--- config.mk ---
export PLATFORM = sky130hd
export DESIGN_NAME = goto_point_rate_limited_regulator_core_flat
export DESIGN_NICKNAME = d
export VERILOG_FILES = /design/src/gprl_pkg.sv /design/src/gprl_in_if.sv /design/src/gprl_out_if.sv /design/src/goto_point_rate_limited_regulator_core.sv /design/src/gprl_ctrl.sv /design/src/gprl_datapath.sv /design/src/flat_wrapper.sv
export SDC_FILE = /design/constraint.sdc
export NUM_CORES = 2
export LEC_CHECK = 0
export BUFFER_PORTS_ARGS = -buffer_cell sky130_fd_sc_hd__buf_2
export CORE_MARGIN = 2
export CORE_UTILIZATION = 60
export DETAILED_ROUTE_END_ITERATION = 6
export HOLD_SLACK_MARGIN = 0.08
export PLACE_DENSITY = 0.81
export SYNTH_ARGS = -nofsm -noshare
export SYNTH_HDL_FRONTEND = slang
export SYNTH_HIERARCHICAL = 1
export SYNTH_SLANG_ARGS = --single-unit
export TNS_END_PERCENT = 50
--- constraint.sdc ---
create_clock -name clk -period 12.2 [get_ports clk]
set_input_delay 2.44 -clock clk [delete_from_list [all_inputs] [get_ports clk]]
set_output_delay 2.44 -clock clk [all_outputs]
set_load 0.05 [all_outputs]
--- src/gprl_pkg.sv ---
// Shared types, constants and the arctangent table of the go-to-point regulator.
// No dependencies; every module of the block imports this package.
package gprl_pkg;

  localparam int COORD_BITS_DEF   = 18;
  localparam int ANGLE_BITS_DEF   = 16;
  localparam int CORDIC_STEPS_DEF = 16;

  localparam int CFG_INDEX_W = 3;
  localparam int CFG_DATA_W  = 16;

  // CORDIC working width; the error vector is prescaled to 2^SCALE_BITS
  localparam int XW         = 48;
  localparam int SCALE_BITS = 43;

  localparam logic [15:0] INV_GAIN_Q16    = 16'd39797;
  localparam logic [28:0] TWO_PI_MRAD_Q16 = 29'd411774832;
  localparam int          MRAD_W          = 12;
  localparam int          ROTP_W          = 28;

  localparam logic [1:0] STAT_REGULATING = 2'd0;
  localparam logic [1:0] STAT_AT_TARGET  = 2'd1;
  localparam logic [1:0] STAT_AT_WALL    = 2'd2;

  typedef enum logic [CFG_INDEX_W-1:0] {
    REG_TRANS_GAIN  = 3'd0,
    REG_ROT_GAIN    = 3'd1,
    REG_ARRIVE      = 3'd2,
    REG_WALL        = 3'd3,
    REG_TRANS_LIMIT = 3'd4,
    REG_TRANS_STEP  = 3'd5,
    REG_ROT_LIMIT   = 3'd6,
    REG_ROT_STEP    = 3'd7
  } cfg_reg_t;

  typedef struct packed {
    logic [15:0] trans_gain;
    logic [15:0] rot_gain;
    logic [11:0] arrive_radius_mm;
    logic [11:0] wall_offset_mm;
    logic [11:0] trans_limit;
    logic [7:0]  trans_step;
    logic [14:0] rot_limit;
    logic [9:0]  rot_step;
  } cfg_t;

  typedef enum logic [3:0] {
    S_IDLE, S_PREP, S_ITER, S_DIST1, S_DIST2, S_DECIDE,
    S_MUL1, S_MUL2, S_MUL3, S_FINISH
  } state_t;

  typedef struct packed {
    logic load;
    logic prep;
    logic iter;
    logic dist1;
    logic dist2;
    logic decide;
    logic mul1;
    logic mul2;
    logic mul3;
    logic finish;
  } dp_cmd_t;

  typedef struct packed {
    logic iter_last;
    logic out_busy;
  } dp_stat_t;

  // atan(2^-i) with a 32-bit full turn
  function automatic logic [31:0] atan_val(input logic [4:0] idx);
    logic [31:0] v;
    case (idx)
      5'd0:  v = 32'h20000000;
      5'd1:  v = 32'h12E4051E;
      5'd2:  v = 32'h09FB385B;
      5'd3:  v = 32'h051111D4;
      5'd4:  v = 32'h028B0D43;
      5'd5:  v = 32'h0145D7E1;
      5'd6:  v = 32'h00A2F61E;
      5'd7:  v = 32'h00517C55;
      5'd8:  v = 32'h0028BE53;
      5'd9:  v = 32'h00145F2F;
      5'd10: v = 32'h000A2F98;
      5'd11: v = 32'h000517CC;
      5'd12: v = 32'h00028BE6;
      5'd13: v = 32'h000145F3;
      5'd14: v = 32'h0000A2FA;
      5'd15: v = 32'h0000517D;
      5'd16: v = 32'h000028BE;
      5'd17: v = 32'h0000145F;
      5'd18: v = 32'h00000A30;
      5'd19: v = 32'h00000518;
      5'd20: v = 32'h0000028C;
      5'd21: v = 32'h00000146;
      5'd22: v = 32'h000000A3;
      5'd23: v = 32'h00000051;
      default: v = 32'h00000000;
    endcase
    return v;
  endfunction

endpackage

--- src/gprl_in_if.sv ---
// Request channel carrying one pose/target request.
// Depends on nothing.
interface gprl_in_if #(
  parameter int COORD_BITS = 18,
  parameter int ANGLE_BITS = 16
);
  logic                  valid;
  logic                  ready;
  logic                  mode;
  logic [COORD_BITS-1:0] target_x_mm;
  logic [COORD_BITS-1:0] target_y_mm;
  logic [COORD_BITS-1:0] robot_x_mm;
  logic [COORD_BITS-1:0] robot_y_mm;
  logic [ANGLE_BITS-1:0] robot_heading;
  logic [ANGLE_BITS-1:0] target_heading;
  logic                  mirror_y;
  logic                  stop_short;

  modport source (output valid, mode, target_x_mm, target_y_mm, robot_x_mm, robot_y_mm,
                  robot_heading, target_heading, mirror_y, stop_short, input ready);
  modport sink (input valid, mode, target_x_mm, target_y_mm, robot_x_mm, robot_y_mm,
                robot_heading, target_heading, mirror_y, stop_short, output ready);
endinterface

--- src/gprl_out_if.sv ---
// Result channel carrying one speed command result.
// Depends on nothing.
interface gprl_out_if;
  logic        valid;
  logic        ready;
  logic [11:0] trans_cmd;
  logic        trans_written;
  logic [15:0] rot_cmd;
  logic [1:0]  status;

  modport source (output valid, trans_cmd, trans_written, rot_cmd, status, input ready);
  modport sink (input valid, trans_cmd, trans_written, rot_cmd, status, output ready);
endinterface

--- src/goto_point_rate_limited_regulator_core.sv ---
// Go-to-point regulator with ramped speed commands. One request is worked at a
// time: a move request runs through the iterative CORDIC vectoring unit, which does
// one micro-rotation a cycle, followed by three registered multiplier stages; a
// rotate request skips the CORDIC. The next request is taken while a finished
// result still waits at the output register.
// Configuration writes are taken at any time but belong to idle periods.
// Depends on gprl_pkg, gprl_in_if, gprl_out_if, gprl_ctrl and gprl_datapath.
module goto_point_rate_limited_regulator_core import gprl_pkg::*; #(
  parameter int COORD_BITS   = COORD_BITS_DEF,
  parameter int ANGLE_BITS   = ANGLE_BITS_DEF,
  parameter int CORDIC_STEPS = CORDIC_STEPS_DEF
) (
  input  logic                   clk,
  input  logic                   rst,
  gprl_in_if.sink                in_ch,
  gprl_out_if.source             out_ch,
  input  logic                   cfg_we,
  input  logic [CFG_INDEX_W-1:0] cfg_index,
  input  logic [CFG_DATA_W-1:0]  cfg_data
);

  cfg_t     cfg;
  dp_cmd_t  cmd;
  dp_stat_t stat;
  logic     in_ready;

  always_ff @(posedge clk) begin
    if (rst) begin
      cfg.trans_gain       <= 16'd512;
      cfg.rot_gain         <= 16'd256;
      cfg.arrive_radius_mm <= 12'd100;
      cfg.wall_offset_mm   <= 12'd350;
      cfg.trans_limit      <= 12'd3000;
      cfg.trans_step       <= 8'd15;
      cfg.rot_limit        <= 15'd1571;
      cfg.rot_step         <= 10'd100;
    end else if (cfg_we) begin
      unique case (cfg_reg_t'(cfg_index))
        REG_TRANS_GAIN:  cfg.trans_gain       <= cfg_data;
        REG_ROT_GAIN:    cfg.rot_gain         <= cfg_data;
        REG_ARRIVE:      cfg.arrive_radius_mm <= cfg_data[11:0];
        REG_WALL:        cfg.wall_offset_mm   <= cfg_data[11:0];
        REG_TRANS_LIMIT: cfg.trans_limit      <= cfg_data[11:0];
        REG_TRANS_STEP:  cfg.trans_step       <= cfg_data[7:0];
        REG_ROT_LIMIT:   cfg.rot_limit        <= cfg_data[14:0];
        REG_ROT_STEP:    cfg.rot_step         <= cfg_data[9:0];
        default: ;
      endcase
    end
  end

  assign in_ch.ready = in_ready;

  gprl_ctrl u_ctrl (
    .clk      (clk),
    .rst      (rst),
    .in_valid (in_ch.valid),
    .in_mode  (in_ch.mode),
    .in_ready (in_ready),
    .stat     (stat),
    .cmd      (cmd)
  );

  gprl_datapath #(
    .COORD_BITS   (COORD_BITS),
    .ANGLE_BITS   (ANGLE_BITS),
    .CORDIC_STEPS (CORDIC_STEPS)
  ) u_dp (
    .clk            (clk),
    .rst            (rst),
    .cmd            (cmd),
    .stat           (stat),
    .cfg            (cfg),
    .mode           (in_ch.mode),
    .target_x_mm    (in_ch.target_x_mm),
    .target_y_mm    (in_ch.target_y_mm),
    .robot_x_mm     (in_ch.robot_x_mm),
    .robot_y_mm     (in_ch.robot_y_mm),
    .robot_heading  (in_ch.robot_heading),
    .target_heading (in_ch.target_heading),
    .mirror_y       (in_ch.mirror_y),
    .stop_short     (in_ch.stop_short),
    .out_valid      (out_ch.valid),
    .out_ready      (out_ch.ready),
    .trans_cmd      (out_ch.trans_cmd),
    .trans_written  (out_ch.trans_written),
    .rot_cmd        (out_ch.rot_cmd),
    .status         (out_ch.status)
  );

`ifndef SYNTH
  a_busy_after_accept: assert property (@(posedge clk) disable iff (rst)
    (in_ch.valid && in_ch.ready) |=> !in_ch.ready)
    else $error("request accepted while a request is in work");

  a_stop_zero: assert property (@(posedge clk) disable iff (rst)
    (out_ch.valid && out_ch.status != STAT_REGULATING) |->
      (out_ch.trans_cmd == 12'd0 && out_ch.rot_cmd == 16'd0 && out_ch.trans_written))
    else $error("stop result carries a nonzero command");

  a_unwritten_zero: assert property (@(posedge clk) disable iff (rst)
    (out_ch.valid && !out_ch.trans_written) |-> out_ch.trans_cmd == 12'd0)
    else $error("translation shown without being written");
`endif

endmodule

--- src/gprl_ctrl.sv ---
// Sequencer of the regulator: steps the datapath through one request.
// Depends on gprl_pkg.
module gprl_ctrl import gprl_pkg::*; (
  input  logic     clk,
  input  logic     rst,
  input  logic     in_valid,
  input  logic     in_mode,
  output logic     in_ready,
  input  dp_stat_t stat,
  output dp_cmd_t  cmd
);

  state_t state, state_next;

  always_ff @(posedge clk) begin
    if (rst) begin
      state <= S_IDLE;
    end else begin
      state <= state_next;
    end
  end

  always_comb begin
    state_next = state;
    unique case (state)
      S_IDLE: begin
        if (in_valid) state_next = in_mode ? S_DECIDE : S_PREP;
      end
      S_PREP:   state_next = S_ITER;
      S_ITER: begin
        if (stat.iter_last) state_next = S_DIST1;
      end
      S_DIST1:  state_next = S_DIST2;
      S_DIST2:  state_next = S_DECIDE;
      S_DECIDE: state_next = S_MUL1;
      S_MUL1:   state_next = S_MUL2;
      S_MUL2:   state_next = S_MUL3;
      S_MUL3:   state_next = S_FINISH;
      S_FINISH: begin
        if (!stat.out_busy) state_next = S_IDLE;
      end
      default:  state_next = S_IDLE;
    endcase
  end

  always_comb begin
    cmd        = '0;
    in_ready   = 1'b0;
    unique case (state)
      S_IDLE: begin
        in_ready = 1'b1;
        cmd.load = in_valid;
      end
      S_PREP:   cmd.prep   = 1'b1;
      S_ITER:   cmd.iter   = 1'b1;
      S_DIST1:  cmd.dist1  = 1'b1;
      S_DIST2:  cmd.dist2  = 1'b1;
      S_DECIDE: cmd.decide = 1'b1;
      S_MUL1:   cmd.mul1   = 1'b1;
      S_MUL2:   cmd.mul2   = 1'b1;
      S_MUL3:   cmd.mul3   = 1'b1;
      S_FINISH: cmd.finish = !stat.out_busy;
      default:  cmd = '0;
    endcase
  end

endmodule

--- src/gprl_datapath.sv ---
// Datapath: CORDIC vectoring unit, distance and heading checks, gain
// multipliers, ramps, clamps, speed state and the result register. Uses gprl_pkg.
module gprl_datapath import gprl_pkg::*; #(
  parameter int COORD_BITS   = COORD_BITS_DEF,
  parameter int ANGLE_BITS   = ANGLE_BITS_DEF,
  parameter int CORDIC_STEPS = CORDIC_STEPS_DEF
) (
  input  logic                  clk,
  input  logic                  rst,
  input  dp_cmd_t               cmd,
  output dp_stat_t              stat,
  input  cfg_t                  cfg,
  input  logic                  mode,
  input  logic [COORD_BITS-1:0] target_x_mm,
  input  logic [COORD_BITS-1:0] target_y_mm,
  input  logic [COORD_BITS-1:0] robot_x_mm,
  input  logic [COORD_BITS-1:0] robot_y_mm,
  input  logic [ANGLE_BITS-1:0] robot_heading,
  input  logic [ANGLE_BITS-1:0] target_heading,
  input  logic                  mirror_y,
  input  logic                  stop_short,
  output logic                  out_valid,
  input  logic                  out_ready,
  output logic [11:0]           trans_cmd,
  output logic                  trans_written,
  output logic [15:0]           rot_cmd,
  output logic [1:0]            status
);

  localparam int EW    = COORD_BITS + 1;
  localparam int DW    = COORD_BITS + 1;
  localparam int GUARD = SCALE_BITS - COORD_BITS;
  localparam int SW    = $clog2(CORDIC_STEPS);
  localparam int PW    = XW - 1 + 16;
  localparam int TPW   = 16 + DW;
  localparam int TW    = TPW - 12;
  localparam int MPW   = ANGLE_BITS + 29;
  localparam int RW    = 22;
  localparam logic signed [ANGLE_BITS-1:0] QTR = ANGLE_BITS'(2 ** (ANGLE_BITS - 3));

  logic                         mode_r, stop_r, zero_r;
  logic [ANGLE_BITS-1:0]        head_r, thead_r, bear;
  logic signed [EW-1:0]         ex, ey;
  logic signed [XW-1:0]         x, y;
  logic [31:0]                  z;
  logic [SW-1:0]                i;
  logic [PW-1:0]                prod;
  logic [DW-1:0]                span, d2;
  logic                         wall_hit, arrived, inzone;
  logic signed [ANGLE_BITS-1:0] err;
  logic [TPW-1:0]               tprod;
  logic [MPW-1:0]               mprod;
  logic [MRAD_W-1:0]            mrad;
  logic [11:0]                  tr;
  logic [ROTP_W-1:0]            rprod;
  logic [11:0]                  last_t;
  logic signed [15:0]           last_r;

  logic signed [EW-1:0]         ex_d, ey_d;
  logic signed [XW-1:0]         xs, ys, dx, dy;
  logic [PW-1:0]                dsum;
  logic [31:0]                  zsum;
  logic [DW-1:0]                dm;
  logic [ANGLE_BITS-1:0]        e;
  logic [ANGLE_BITS-1:0]        mag;
  logic [MPW-1:0]               msum;
  logic [TW-1:0]                tv, tlim, t1;
  logic signed [RW-1:0]         rs, rlim, r1, r2, r3;

  assign stat.iter_last = (i == SW'(CORDIC_STEPS - 1));
  assign stat.out_busy  = out_valid && !out_ready;

  always_comb begin
    ex_d = {target_x_mm[COORD_BITS-1], target_x_mm} - {robot_x_mm[COORD_BITS-1], robot_x_mm};
    ey_d = {target_y_mm[COORD_BITS-1], target_y_mm} - {robot_y_mm[COORD_BITS-1], robot_y_mm};
    xs   = {{(XW-EW){ex[EW-1]}}, ex} <<< GUARD;
    ys   = {{(XW-EW){ey[EW-1]}}, ey} <<< GUARD;
    dx   = y >>> i;
    dy   = x >>> i;
    dsum = prod + (PW'(1) << (15 + GUARD));
    zsum = z + (32'd1 << (31 - ANGLE_BITS));
    dm   = stop_r ? span - DW'(cfg.wall_offset_mm) : span;
    e    = (mode_r ? thead_r : bear) - head_r;
    mag  = err[ANGLE_BITS-1] ? ANGLE_BITS'(-err) : ANGLE_BITS'(err);
    msum = mprod + (MPW'(1) << (15 + ANGLE_BITS));
    tv   = TW'(tprod >> 12);
    tlim = TW'(last_t) + TW'(cfg.trans_step);
    t1   = (tv > tlim) ? tlim : tv;
    rs   = err[ANGLE_BITS-1] ? -RW'(rprod[ROTP_W-1:8]) : RW'(rprod[ROTP_W-1:8]);
    rlim = RW'(last_r) + RW'(cfg.rot_step);
    r1   = (rs > rlim) ? rlim : rs;
    r2   = (r1 > $signed(RW'(cfg.rot_limit))) ? $signed(RW'(cfg.rot_limit)) : r1;
    r3   = (r2 < -RW'(32768)) ? -RW'(32768) : r2;
  end

  always_ff @(posedge clk) begin
    if (cmd.load) begin
      mode_r  <= mode;
      stop_r  <= stop_short;
      head_r  <= robot_heading;
      thead_r <= target_heading;
      ex      <= ex_d;
      ey      <= mirror_y ? -ey_d : ey_d;
    end
    if (cmd.prep) begin
      zero_r <= (ex == '0) && (ey == '0);
      i      <= '0;
      if (xs < 0) begin
        x <= -xs;
        y <= -ys;
        z <= 32'h8000_0000;
      end else begin
        x <= xs;
        y <= ys;
        z <= 32'h0;
      end
    end
    if (cmd.iter) begin
      i <= i + 1'b1;
      if (!y[XW-1]) begin
        x <= x + dx;
        y <= y - dy;
        z <= z + atan_val(5'(i));
      end else begin
        x <= x - dx;
        y <= y + dy;
        z <= z - atan_val(5'(i));
      end
    end
    if (cmd.dist1) prod <= PW'(x[XW-2:0]) * PW'(INV_GAIN_Q16);
    if (cmd.dist2) begin
      span <= DW'(dsum >> (16 + GUARD));
      bear <= zero_r ? '0 : zsum[31 -: ANGLE_BITS];
    end
    if (cmd.decide) begin
      wall_hit <= stop_r && (span < DW'(cfg.wall_offset_mm));
      arrived  <= dm < DW'(cfg.arrive_radius_mm);
      d2       <= dm;
      err      <= e;
      inzone   <= ($signed(e) < QTR) && ($signed(e) > -QTR);
    end
    if (cmd.mul1) begin
      tprod <= TPW'(cfg.trans_gain) * TPW'(d2);
      mprod <= MPW'(mag) * MPW'(TWO_PI_MRAD_Q16);
    end
    if (cmd.mul2) begin
      mrad <= MRAD_W'(msum >> (16 + ANGLE_BITS));
      tr   <= (t1 > TW'(cfg.trans_limit)) ? cfg.trans_limit : t1[11:0];
    end
    if (cmd.mul3) rprod <= ROTP_W'(cfg.rot_gain) * ROTP_W'(mrad);
  end

  always_ff @(posedge clk) begin
    if (rst) begin
      out_valid <= 1'b0;
      last_t    <= '0;
      last_r    <= '0;
    end else begin
      if (cmd.finish) begin
        out_valid <= 1'b1;
      end else if (out_ready) begin
        out_valid <= 1'b0;
      end
      if (cmd.finish) begin
        if (mode_r) begin
          last_r <= r3[15:0];
        end else if (!wall_hit && !arrived) begin
          last_r <= r3[15:0];
          if (inzone) last_t <= tr;
        end
      end
    end
  end

  always_ff @(posedge clk) begin
    if (cmd.finish) begin
      if (mode_r) begin
        trans_cmd     <= '0;
        trans_written <= 1'b0;
        rot_cmd       <= r3[15:0];
        status        <= STAT_REGULATING;
      end else if (wall_hit || arrived) begin
        trans_cmd     <= '0;
        trans_written <= 1'b1;
        rot_cmd       <= '0;
        status        <= wall_hit ? STAT_AT_WALL : STAT_AT_TARGET;
      end else begin
        trans_cmd     <= inzone ? tr : 12'd0;
        trans_written <= inzone;
        rot_cmd       <= r3[15:0];
        status        <= STAT_REGULATING;
      end
    end
  end

endmodule

--- src/flat_wrapper.sv ---
// flat-port wrapper written by rule: the top's interface ports become plain ports
module goto_point_rate_limited_regulator_core_flat import gprl_pkg::*;
#(
  parameter int COORD_BITS   = COORD_BITS_DEF,
  parameter int ANGLE_BITS   = ANGLE_BITS_DEF,
  parameter int CORDIC_STEPS = CORDIC_STEPS_DEF
)
  (clk, rst, cfg_we, cfg_index, cfg_data, in_ch_valid, in_ch_mode, in_ch_target_x_mm, in_ch_target_y_mm, in_ch_robot_x_mm, in_ch_robot_y_mm, in_ch_robot_heading, in_ch_target_heading, in_ch_mirror_y, in_ch_stop_short, in_ch_ready, out_ch_valid, out_ch_trans_cmd, out_ch_trans_written, out_ch_rot_cmd, out_ch_status, out_ch_ready);
  gprl_in_if #(.COORD_BITS(COORD_BITS), .ANGLE_BITS(ANGLE_BITS)) in_ch_i ();
  gprl_out_if out_ch_i ();
  input  logic clk;
  input  logic rst;
  input  logic cfg_we;
  input  logic [CFG_INDEX_W-1:0] cfg_index;
  input  logic [CFG_DATA_W-1:0] cfg_data;
  input wire logic [$bits(in_ch_i.valid)-1:0] in_ch_valid;
  input wire logic [$bits(in_ch_i.mode)-1:0] in_ch_mode;
  input wire logic [$bits(in_ch_i.target_x_mm)-1:0] in_ch_target_x_mm;
  input wire logic [$bits(in_ch_i.target_y_mm)-1:0] in_ch_target_y_mm;
  input wire logic [$bits(in_ch_i.robot_x_mm)-1:0] in_ch_robot_x_mm;
  input wire logic [$bits(in_ch_i.robot_y_mm)-1:0] in_ch_robot_y_mm;
  input wire logic [$bits(in_ch_i.robot_heading)-1:0] in_ch_robot_heading;
  input wire logic [$bits(in_ch_i.target_heading)-1:0] in_ch_target_heading;
  input wire logic [$bits(in_ch_i.mirror_y)-1:0] in_ch_mirror_y;
  input wire logic [$bits(in_ch_i.stop_short)-1:0] in_ch_stop_short;
  output wire logic [$bits(in_ch_i.ready)-1:0] in_ch_ready;
  output wire logic [$bits(out_ch_i.valid)-1:0] out_ch_valid;
  output wire logic [$bits(out_ch_i.trans_cmd)-1:0] out_ch_trans_cmd;
  output wire logic [$bits(out_ch_i.trans_written)-1:0] out_ch_trans_written;
  output wire logic [$bits(out_ch_i.rot_cmd)-1:0] out_ch_rot_cmd;
  output wire logic [$bits(out_ch_i.status)-1:0] out_ch_status;
  input wire logic [$bits(out_ch_i.ready)-1:0] out_ch_ready;
  assign in_ch_i.valid = in_ch_valid;
  assign in_ch_i.mode = in_ch_mode;
  assign in_ch_i.target_x_mm = in_ch_target_x_mm;
  assign in_ch_i.target_y_mm = in_ch_target_y_mm;
  assign in_ch_i.robot_x_mm = in_ch_robot_x_mm;
  assign in_ch_i.robot_y_mm = in_ch_robot_y_mm;
  assign in_ch_i.robot_heading = in_ch_robot_heading;
  assign in_ch_i.target_heading = in_ch_target_heading;
  assign in_ch_i.mirror_y = in_ch_mirror_y;
  assign in_ch_i.stop_short = in_ch_stop_short;
  assign in_ch_ready = in_ch_i.ready;
  assign out_ch_valid = out_ch_i.valid;
  assign out_ch_trans_cmd = out_ch_i.trans_cmd;
  assign out_ch_trans_written = out_ch_i.trans_written;
  assign out_ch_rot_cmd = out_ch_i.rot_cmd;
  assign out_ch_status = out_ch_i.status;
  assign out_ch_i.ready = out_ch_ready;
  goto_point_rate_limited_regulator_core #(.COORD_BITS(COORD_BITS), .ANGLE_BITS(ANGLE_BITS), .CORDIC_STEPS(CORDIC_STEPS)) u_core (.clk(clk), .rst(rst), .in_ch(in_ch_i), .out_ch(out_ch_i), .cfg_we(cfg_we), .cfg_index(cfg_index), .cfg_data(cfg_data));
endmodule
==> run_results.csv <==
group,metric,value,unit
worst_hold_path,hold_start,"u_core/u_dp/last_r[6]",
logic_synthesis,yosys.area.top_type,"fa_1",
setup_path,crit_start,"u_core/u_dp/err[0]",
placement,port_buffers,163,
cts,htreeDepth,3,
setup_path,crit_path_max_incr_delay,0.73,ns
global_route,grt_overflow_total,0,
floorplan,row_count,130,
setup_path,crit_slowest_cell,"edfxtp_1",
route,drt-wirelength-per-cell,20.3,um
timing,maxSlewViolCount,0,
timing,grt_setup_unrepaired,"no",
placement,gp_congestion,0.957,
cts,clkTransAtPathRegs,0.06,ns
logic_synthesis,ys_top_cells_by_area,"fa_1 23%, edfxtp_1 16%, ha_1 14%",
cts,root_buffer,"clkbuf_16",
timing,hold_violations,0,
global_route,grt_pass1_wl,313,mm
status,status,"complete, no violations",
timing,skew,0.0327,ns
logic_synthesis,synth-main-ff-cell,"edfxtp_1",
floorplan,start_util,60.6,%
cts,clock_latency,0.69,ns
timing,fmax,0.105,GHz
route,num_vias,57500,
global_route,grt_max_degree,129,
setup_path,critPathLaunchType,"flip-flop",
global_route,grtUsageTotal,30.0,%
logic_synthesis,yosysTopAreaCellShare,22.7,%
logic_synthesis,synth_common_cells,"1,301 x inv_1, 867 x fa_1, 860 x ha_1, 690 x nand2_1, 425 x nor2_1",
setup_path,worstSetupEndpointType,"flip-flop",
global_route,antenna_found_initial,5,
floorplan,die_y,361,um
cts,cts_setup_buffers,0,
floorplan,core_area,126000,sq um
timing,slew_headroom,3.94,%
placement,hpwl,151,mm
cts,cts_buffers,69,
timing,fin_crit_sh,78.1,%
floorplan,die_w,361,um
route,drtIter0Drc,4995,
route,drtAntennaViolNets,0,
setup_path,critPathBufInv,5,
setup_path,worst_path_most_repeated_cell,"fa_1",
timing,period_needed,9.53,ns
logic_synthesis,avgSynthCellArea,9.76,sq um
cts,cts_tree,"yes",
setup_path,cp_max_fo,14,
logic_synthesis,synth_cells,7831,
logic_synthesis,seq_area_frac_synth,20.4,%
layout,syn_to_final_growth,5.73,%
floorplan,boundaryPins,164,
logic_synthesis,synth.distinct_cells,110,
logic_synthesis,yosysMostFrequentCell,"inv_1",
route,detail_route.wirelength,194,mm
timing,setup_viol,0,
setup_path,cp.required,12.65,ns
layout,final_layout_size_suffix_gt1_share,7.00,%
logic_synthesis,ys_warn_count,6,
logic_synthesis,async_flop_share,0,%
setup_path,path_delay_family,"adder cells",
setup_path,arrival,9.99,ns
logic_synthesis,synth_edf_count,409,
cts,cts_resized,0,
layout,final_nets,9723,
route,vias_per_cell,6.01,
global_route,grt_pass1_vias,59300,
logic_synthesis,ys_seq_elements,573,
cts,postCtsHoldBufs,0,
floorplan,dieArea,130000,sq um
setup_path,timing.rr.start,"u_core/u_dp/err[0]",
logic_synthesis,syn_area,76400,sq um
timing,tightest_slew,1.43,ns
setup_path,path_class,"flip-flop to flip-flop",
timing,fin_tns_setup,0,ns
worst_hold_path,min_path_type,"flip-flop to flip-flop",
cts,clockBufferDepth,3,
route,drc,0,
route,dr.pass1.iters,6,
cts,clock-sinks,573,
logic_synthesis,syn_nets,9689,
layout,nFillCells,9722,
run,cap_violations,0,
## worst register-to-register path: cells and delay by family, from the launching register on
family / cells / cell delay (ns)
fa+ha+maj: 8 / 3.48
compound gates: 9 / 2.58
simple gates: 6 / 1.30
buf+inv: 5 / 0.77
flops: 1 / 0.73
xor+xnor: 1 / 0.46
## kinds of logic after synthesis
| family | after synthesis | share of synthesized area (%) |
|---|---|---|
| AO/OA/AOI/OAI | 1116 | 9.15 |
| XOR/XNOR | 479 | 5.49 |
| adder cells (fa/ha/maj) | 1728 | 36.8 |
| buffers and inverters | 1553 | 8.03 |
| flip-flops | 573 | 20.4 |
| multiplexers | 380 | 7.34 |
| AND/OR/NAND/NOR | 2002 | 12.8 |
## registers in the layout, summed over array words and instances (netlist names), 19 cells and up, named ones only
signal,flops
u_core/u_dp/x,48
u_core/u_dp/y,48
u_core/cfg,101
u_core/u_dp/rprod,20
u_core/u_dp/ex,19
u_core/u_dp/prod,20
u_core/u_dp/ey,19
u_core/u_dp/span,19
u_core/u_dp/d2,19
u_core/u_dp/z,32
u_core/u_dp/tprod,23
## metrics by stage
| stage | hold slack, ns | cells | area [sq um] | setup WS, ns | utilization, % |
|---|---|---|---|---|---|
| final | 0.454 | 9570 | 80800 | 2.67 | 64.1 |
| after floorplan | 0.429 | 7831 | 76400 | 4.09 | - |
| after global routing | 0.485 | 9569 | 80800 | 2.11 | 64.1 |
| after global placement | 0.438 | 9444 | 78500 | 2.95 | 62.3 |
| after CTS | 0.456 | 9569 | 80800 | 2.68 | 64.1 |
| after detailed placement | 0.448 | 9444 | 78500 | 2.64 | 62.3 |
## cell type report
class	count	area, sq um	share of cell area [%]
Inverter	1304	4900	6.07
Clock buffer	92	1920	2.38
Sequential cell	573	15600	19.3
Antenna cell	1	2.50	0.00310
Clock inverter	33	357	0.441
Multi-Input combinational cell	5705	54800	67.8
Timing Repair Buffer	212	1200	1.48
Tap cell	1650	2060	2.56
## layout by cell type (no fill, tap or decap), types with 33 or more instances in the layout
master and count:
mux4_2 85, buf_4 49, nand4_1 33, ha_1 860, a21o_1 112, fa_1 867, and2_1 195, mux2_2 76
mux4_1 38, nand2_1 690, and3_1 47, a21oi_1 350, a31oi_1 42, mux2i_1 178, nand3_1 106, o21a_1 62
xor2_1 174, buf_2 162, nand2b_1 147, nor2b_1 60, nor3_1 91, dfxtp_1 164, edfxtp_1 409, xnor2_1 305
clkbuf_16 70, inv_1 1300, o21ai_0 255, or3_1 48, nor2_1 422
## worst paths after layout
| path | end | slack, ns | depth (start not counted) |
|---|---|---|---|
| setup / recovery | u_core/u_dp/mprod[42] | 2.67 | 29 |
| hold / removal | u_core/u_dp/last_r[6] | 0.45 | 2 |
| setup reg to reg | u_core/u_dp/mprod[42] | 2.67 | 29 |
| hold reg to reg | u_core/u_dp/last_r[6] | 0.45 | 2 |
## metal layers
metal	vias to the layer above	share of wire, %	GRT usage, %
met5	-	0.0082	0
met4	4	3.7	10.5
met3	484	7.9	5.00
met2	2481	48	50.2
met1	28300	41	39.6
li1	26300	-	-
Power is left out: the tool's default activity adds up to more than one toggle a clock period on the data nets, which glitch-free logic cannot reach.
